## src/rtl/core/cpht_pkg.sv

```systemverilog
// Shared types, widths and codes for the convex polygon hit test block.
package cpht_pkg;

  // Defaults for the top-level parameters.
  localparam int MAX_VERTICES_DEF = 64;
  localparam int FRAC_BITS_DEF    = 4;

  // Fixed field widths of the transaction payload.
  localparam int CMD_W   = 1;
  localparam int IDX_W   = 6;
  localparam int VERT_W  = 16;
  localparam int PNT_W   = 12;
  localparam int COUNT_W = 7;

  // Vertex store word: y in the upper half, x in the lower half.
  localparam int WORD_W = 2 * VERT_W;

  // Edge vector components are differences of two vertex coordinates.
  localparam int EDGE_W = VERT_W + 1;

  // Fewest vertices a polygon may have, and the vertex count after reset.
  localparam int             MIN_VERTICES = 3;
  localparam logic [COUNT_W-1:0] COUNT_RESET = COUNT_W'(MIN_VERTICES);

  // Configuration space: one register on a 32-bit data bus, byte-addressed.
  localparam int APB_DATA_W = 32;
  localparam int APB_ADDR_W = 3;
  localparam int REG_IDX_W  = APB_ADDR_W - 2;
  localparam logic [REG_IDX_W-1:0] REG_VERTEX_COUNT = '0;

  // Depth of the queue between the front and the back.
  localparam int QUEUE_DEPTH = 2;
  localparam int QPTR_W      = $clog2(QUEUE_DEPTH);
  localparam int QCNT_W      = $clog2(QUEUE_DEPTH + 1);

  typedef enum logic [CMD_W-1:0] {
    OP_LOAD = 1'b0,
    OP_TEST = 1'b1
  } op_e;

  // One classified transaction as it waits in the queue.
  typedef struct packed {
    op_e                      op;
    logic                     slot_ok;
    logic [IDX_W-1:0]         vertex_index;
    logic signed [VERT_W-1:0] vertex_x;
    logic signed [VERT_W-1:0] vertex_y;
    logic signed [PNT_W-1:0]  point_x;
    logic signed [PNT_W-1:0]  point_y;
  } item_t;

endpackage

```

## src/rtl/core/cpht_ram.sv

```systemverilog
// Generic single-port-write, single-port-read RAM with registered read data.
module cpht_ram #(
  parameter int WIDTH = 32,
  parameter int DEPTH = 64
) (
  input  logic                     clk_i,
  input  logic                     we_i,
  input  logic [$clog2(DEPTH)-1:0] waddr_i,
  input  logic [WIDTH-1:0]         wdata_i,
  input  logic                     re_i,
  input  logic [$clog2(DEPTH)-1:0] raddr_i,
  output logic [WIDTH-1:0]         rdata_o
);

  logic [WIDTH-1:0] mem_q [DEPTH];
  logic [WIDTH-1:0] rdata_q;

  always_ff @(posedge clk_i) begin
    if (we_i) begin
      mem_q[waddr_i] <= wdata_i;
    end
    if (re_i) begin
      rdata_q <= mem_q[raddr_i];
    end
  end

  assign rdata_o = rdata_q;

endmodule

```

## src/rtl/core/cpht_back.sv

```systemverilog
// Back end: vertex store writes and the edge-by-edge cross-product sequencer.
module cpht_back #(
  parameter int MAX_VERTICES = cpht_pkg::MAX_VERTICES_DEF,
  parameter int FRAC_BITS    = cpht_pkg::FRAC_BITS_DEF
) (
  input  logic                            clk_i,
  input  logic                            rst_ni,
  input  logic [cpht_pkg::COUNT_W-1:0]    vertex_count_i,
  input  logic                            item_valid_i,
  output logic                            item_ready_o,
  input  cpht_pkg::item_t                 item_i,
  output logic                            out_valid_o,
  input  logic                            out_ready_i,
  output logic                            inside_res_o
);

  localparam int AW = $clog2(MAX_VERTICES);
  localparam int CW = $clog2(MAX_VERTICES + 1);
  localparam int PW = cpht_pkg::PNT_W + FRAC_BITS;
  localparam int DW = ((PW > cpht_pkg::VERT_W) ? PW : cpht_pkg::VERT_W) + 1;
  localparam int EW = cpht_pkg::EDGE_W;
  localparam int MW = EW + DW;
  localparam int ZW = MW + 1;
  localparam int VW = cpht_pkg::VERT_W;

  typedef enum logic [1:0] {
    ST_IDLE,
    ST_RUN,
    ST_DRAIN
  } state_e;

  state_e                     state_q;
  logic [CW-1:0]              n_q;
  logic [CW-1:0]              n_d;
  logic [CW-1:0]              rd_cnt_q;
  logic                       rd_v_q;
  logic                       have_prev_q;
  logic                       s1_v_q;
  logic                       s2_v_q;
  logic                       outside_q;
  logic                       out_valid_q;
  logic                       inside_q;

  logic signed [PW-1:0]       qx_q;
  logic signed [PW-1:0]       qy_q;
  logic signed [PW-1:0]       qx_d;
  logic signed [PW-1:0]       qy_d;
  logic [cpht_pkg::WORD_W-1:0] prev_q;
  logic [cpht_pkg::WORD_W-1:0] rdata;
  logic signed [EW-1:0]       ex_q;
  logic signed [EW-1:0]       ey_q;
  logic signed [DW-1:0]       px_q;
  logic signed [DW-1:0]       py_q;
  logic signed [MW-1:0]       p1_q;
  logic signed [MW-1:0]       p2_q;
  logic signed [ZW-1:0]       z;
  logic                       z_pos;

  logic signed [VW-1:0]       prev_x;
  logic signed [VW-1:0]       prev_y;
  logic signed [VW-1:0]       cur_x;
  logic signed [VW-1:0]       cur_y;

  logic                       start;
  logic                       finish;
  logic                       we;
  logic                       rd_en;
  logic [AW-1:0]              raddr;
  logic [AW-1:0]              waddr;
  logic                       pipe_empty;

  assign item_ready_o = (state_q == ST_IDLE);
  assign start = item_valid_i && (state_q == ST_IDLE) && (item_i.op == cpht_pkg::OP_TEST);
  assign we    = item_valid_i && (state_q == ST_IDLE) && (item_i.op == cpht_pkg::OP_LOAD)
                 && item_i.slot_ok;
  assign waddr = AW'(item_i.vertex_index);
  assign rd_en = (state_q == ST_RUN);
  // The last read of a test wraps back to vertex 0 for the closing edge.
  assign raddr = (rd_cnt_q == n_q) ? '0 : rd_cnt_q[AW-1:0];
  assign pipe_empty = !rd_v_q && !s1_v_q && !s2_v_q;
  // The result is handed over once the pipeline is empty and the output is free.
  assign finish = (state_q == ST_DRAIN) && pipe_empty && (!out_valid_q || out_ready_i);

  // Clamp the vertex count into the range the table supports.
  always_comb begin
    if (vertex_count_i < cpht_pkg::COUNT_W'(cpht_pkg::MIN_VERTICES)) begin
      n_d = CW'(cpht_pkg::MIN_VERTICES);
    end else if (32'(vertex_count_i) > MAX_VERTICES) begin
      n_d = CW'(MAX_VERTICES);
    end else begin
      n_d = CW'(vertex_count_i);
    end
  end

  assign qx_d = PW'(item_i.point_x) <<< FRAC_BITS;
  assign qy_d = PW'(item_i.point_y) <<< FRAC_BITS;

  cpht_ram #(
    .WIDTH (cpht_pkg::WORD_W),
    .DEPTH (MAX_VERTICES)
  ) u_store (
    .clk_i   (clk_i),
    .we_i    (we),
    .waddr_i (waddr),
    .wdata_i ({item_i.vertex_y, item_i.vertex_x}),
    .re_i    (rd_en),
    .raddr_i (raddr),
    .rdata_o (rdata)
  );

  assign prev_x = prev_q[VW-1:0];
  assign prev_y = prev_q[2*VW-1:VW];
  assign cur_x  = rdata[VW-1:0];
  assign cur_y  = rdata[2*VW-1:VW];

  assign z     = ZW'(p1_q) - ZW'(p2_q);
  assign z_pos = !z[ZW-1] && (z != '0);

  // Sequencer state, pipeline valids and the registered result.
  always_ff @(posedge clk_i or negedge rst_ni) begin
    if (!rst_ni) begin
      state_q     <= ST_IDLE;
      n_q         <= '0;
      rd_cnt_q    <= '0;
      rd_v_q      <= 1'b0;
      have_prev_q <= 1'b0;
      s1_v_q      <= 1'b0;
      s2_v_q      <= 1'b0;
      outside_q   <= 1'b0;
      out_valid_q <= 1'b0;
      inside_q    <= 1'b0;
    end else begin
      rd_v_q <= rd_en;
      s1_v_q <= rd_v_q && have_prev_q;
      s2_v_q <= s1_v_q;
      if (start) begin
        have_prev_q <= 1'b0;
      end else if (rd_v_q) begin
        have_prev_q <= 1'b1;
      end
      if (start) begin
        outside_q <= 1'b0;
      end else if (s2_v_q && z_pos) begin
        outside_q <= 1'b1;
      end
      if (finish) begin
        out_valid_q <= 1'b1;
      end else if (out_ready_i) begin
        out_valid_q <= 1'b0;
      end
      unique case (state_q)
        ST_IDLE: begin
          if (start) begin
            state_q  <= ST_RUN;
            n_q      <= n_d;
            rd_cnt_q <= '0;
          end
        end
        ST_RUN: begin
          rd_cnt_q <= CW'(rd_cnt_q + 1'b1);
          if (rd_cnt_q == n_q) begin
            state_q <= ST_DRAIN;
          end
        end
        ST_DRAIN: begin
          if (finish) begin
            inside_q <= !outside_q;
            state_q  <= ST_IDLE;
          end
        end
        default: begin
          state_q <= ST_IDLE;
        end
      endcase
    end
  end

  // Datapath: differences, then products, then the sign check above.
  always_ff @(posedge clk_i) begin
    if (start) begin
      qx_q <= qx_d;
      qy_q <= qy_d;
    end
    if (rd_v_q) begin
      prev_q <= rdata;
    end
    ex_q <= EW'(cur_x) - EW'(prev_x);
    ey_q <= EW'(cur_y) - EW'(prev_y);
    px_q <= DW'(qx_q) - DW'(prev_x);
    py_q <= DW'(qy_q) - DW'(prev_y);
    p1_q <= MW'(ex_q) * MW'(py_q);
    p2_q <= MW'(ey_q) * MW'(px_q);
  end

  assign out_valid_o  = out_valid_q;
  assign inside_res_o = inside_q;

endmodule

```

## config.mk

```make
export PLATFORM = sky130hd
export DESIGN_NAME = cpht_back
export DESIGN_NICKNAME = d
export VERILOG_FILES = /design/src/rtl/core/cpht_pkg.sv /design/src/rtl/core/cpht_ram.sv /design/src/rtl/core/cpht_back.sv
export SDC_FILE = /design/constraint.sdc
export NUM_CORES = 2
export LEC_CHECK = 0
export BUFFER_PORTS_ARGS = -buffer_cell sky130_fd_sc_hd__buf_2
export CORE_ASPECT_RATIO = 0.9
export CORE_MARGIN = 2
export CORE_UTILIZATION = 25
export CTS_BUF_LIST = sky130_fd_sc_hd__clkbuf_16
export DETAILED_ROUTE_END_ITERATION = 10
export PLACE_DENSITY_LB_ADDON = 0.05
export SETUP_SLACK_MARGIN = 0.5
export SYNTH_ARGS = -nofsm -noshare
export SYNTH_HDL_FRONTEND = slang
export SYNTH_SLANG_ARGS = --single-unit
```

## constraint.sdc

```tcl
create_clock -name clk_i -period 6.6 [get_ports clk_i]
set_clock_uncertainty 0.05 [all_clocks]
set_input_delay 1.98 -clock clk_i [delete_from_list [all_inputs] [get_ports clk_i]]
set_output_delay 1.98 -clock clk_i [all_outputs]
set_load 0.1 [all_outputs]
```

==> impl_metrics.yaml <==
run_status:
  status: "complete, but fails checks"
  violations: "capacitance limit, slew limit"
synthesis:
  synth_top_area_cell: "edfxtp_1"
  synthTopCellsByCount: "2136 x edfxtp_1, 1197 x nand2_1, 716 x inv_1"
  yosysTopAreaCellShare: 0.559
  ys.flop_type: "edfxtp_1"
  synthCells: 9106
  ys_warn_count: 0
  syn_area_per_cell_um2: 12.6
  synth_seq_cells: 2295
  synth_fp_nets: 10000
  synth_edf_count: 2136
  ys_top_cells_by_area: "edfxtp_1 56%, fa_1 10%, nand2_1 3.9%"
  synth.distinct_cells: 93
  ys_seq_area_frac: 0.588
  ys_async_sr_fraction: 0.0100
  netlist_area_mm2: 0.115
  synth_most_common_cell: "edfxtp_1"
global_routing:
  grt_remaining_overflow: 0
  grt_max_degree: 120
  grt_pass1_wl_um: 605000
  track_usage: 0.181
  antenna_found_initial: 39
  grt_pass1_vias: 76200
timing:
  tightest_slew_ps: 1530
  max_freq_mhz: 164
  rsz0062_at_grt: "true"
  timing.slew.headroom: -0.0204
  drv_slew: 13
  timing.hold.ws_ps: 328
  final.min_clock_period_ps: 6100
  min_period_over_period: 0.924
  setup_viol: 0
  hold_viol_final: 0
die:
  die_x_um: 718
  initial_core_util: 0.251
  coreArea_mm2: 0.456
  die_h_um: 646
  design.die.area_mm2: 0.464
  placementRows: 235
  boundaryPins: 78
routing:
  routedWlPerCell_um: 27.3
  vias_per_cell: 4.73
  ant_nets: 0
  drc: 0
  drt-pass1-iter-count: 6
  wirelength_um: 428000
  drt_iter0_markers: 5252
  num_vias: 74300
clocking:
  cts_tree: "yes"
  clk_pin_slew_ps: 50
  insertion_delay_ps: 960
  root_buffer: "clkbuf_16"
  clockBufferDepth: 4
  hold_buffers: 0
  clock_sinks: 2295
  cts_max_level: 5
  cts_inserted_buffers: 292
critical_path:
  critPathKind: "reg2reg"
  endpoint_kind: "flip-flop"
  crit_fanout: 5
  critPathArrivalTime_ps: 6830
  start_kind: "flip-flop"
  critPathRequiredTime_ps: 7330
  rrSetupSlack_ps: 500
cells_and_area:
  nets: 10300
  layout-drive-gt1-share: 0.130
  area_growth_pct: 18.2
placed_design:
  dp_hpwl_um: 270000
  portBuffers: 77
  globalplace.congestion: 0.780
min_path:
  hold_class: "reg2reg"
job:
  maxCapViolCount: 1
[worst max-delay path, stage by stage (launching register included)]
cell and delay, ps:
dfxtp_4 370, buf_6 120, buf_8 120, and2_4 130
fa_1 440, inv_1 80, fa_2 450, fa_2 560
inv_2 40, fa_2 380, fa_1 520, inv_1 60
fa_1 500, inv_2 50, ha_4 210, o21a_1 180
o21a_1 160, o21a_1 180, or3_4 380, o21ai_4 90
o311ai_4 100, a221o_1 400, a21oi_2 180, nor2b_2 170
xnor2_1 70
[layer usage]
layer	up-vias	part of all wire	track usage
li1	33400	-	-
met1	39000	0.47	0.255
met2	1411	0.47	0.301
met3	458	0.034	0.0188
met4	8	0.020	0.0359
met5	-	0.00013	0
[final cells by class]
type / instances / area [um2]
Timing Repair Buffer: 559 / 5240
Sequential cell: 2295 / 67600
Clock buffer: 298 / 7460
Inverter: 717 / 2700
Tap cell: 6043 / 7560
Antenna cell: 28 / 70.1
Clock inverter: 220 / 1590
Multi-Input combinational cell: 5531 / 43400
Fill cell: 46100 / 321000
[per-stage QoR]
step | TNS (ps) | setup slack, ps | util | area (um2) | std cells
4_1_cts | 0 | 420 | 0.295 | 135000 | 15600
3_5_place_dp | 0 | 38.7 | 0.274 | 125000 | 15100
3_3_place_gp | -6.97 | -6.97 | 0.274 | 125000 | 15100
5_1_grt | 0 | 276 | 0.297 | 136000 | 15700
2_1_floorplan | 0 | 507 | - | 115000 | 9106
6_report | 0 | 500 | 0.297 | 136000 | 15700
[state kept, by name, summed over array words and instances (netlist names), 2 cells and up]
register,count
p1_q,34
px_q,17
u_store.mem_q,2048
py_q,17
p2_q,34
ey_q,17
qx_q,12
u_store.rdata_o,32
prev_q,32
qy_q,12
rd_cnt_q,7
n_q,7
state_q,2
ex_q,17
[path summary, 6_finish.rpt]
kind / startpoint / to / depth (start not counted)
max in group asynchronous: rst_ni / rd_cnt_q[2]$_DFFE_PN0P_ / 1
max: ey_q[6]$_DFF_P_ / p2_q[30]$_DFF_P_ / 24
min reg2reg: s1_v_q$_DFF_PN0_ / s2_v_q$_DFF_PN0_ / 0
min in group asynchronous: rst_ni / out_valid_o$_DFFE_PN0P_ / 1
max reg2reg: ey_q[6]$_DFF_P_ / p2_q[30]$_DFF_P_ / 24
min: s1_v_q$_DFF_PN0_ / s2_v_q$_DFF_PN0_ / 0
[cells by family after synthesis]
| kind of cell | share of synthesized area |
|---|---|
| buffers and inverters | 0.0449 |
| muxes | 0.0102 |
| and+or+nand+nor | 0.116 |
| adders and majority gates | 0.133 |
| DFF | 0.588 |
| AOI/OAI and AO/OA | 0.0984 |
| xor gates and xnor gates | 0.0101 |
[placed cells by master, fill, tap and decap left out, drive strengths merged, types with 61 or more instances in the layout]
cell / synthesis / routed
nor2: 402 / 402
fa: 595 / 595
buf: 255 / 556
a311oi: 200 / 200
or3: 273 / 273
mux2i: 90 / 90
nor3: 61 / 61
xnor2: 96 / 96
edfxtp: 2136 / 2136
nand2: 1200 / 1200
and3: 72 / 72
clkbuf: 308 / 301
a211oi: 243 / 243
clkinv: 0 / 127
inv: 717 / 796
nand3: 280 / 280
dfxtp: 136 / 136
a21oi: 229 / 229
ha: 263 / 263
and2: 401 / 401
o211ai: 253 / 253
a31oi: 73 / 73
o21ai: 314 / 314
[timing repair]
item,CTS,global route
setup buffers,19,35
pin swaps,36,85
cloned,0,3
setup endpoints to repair,22,19
resized for setup,105,163
Power is not shown: default switching activity piles up to over one toggle a cycle in this logic, so the estimate is an artifact.
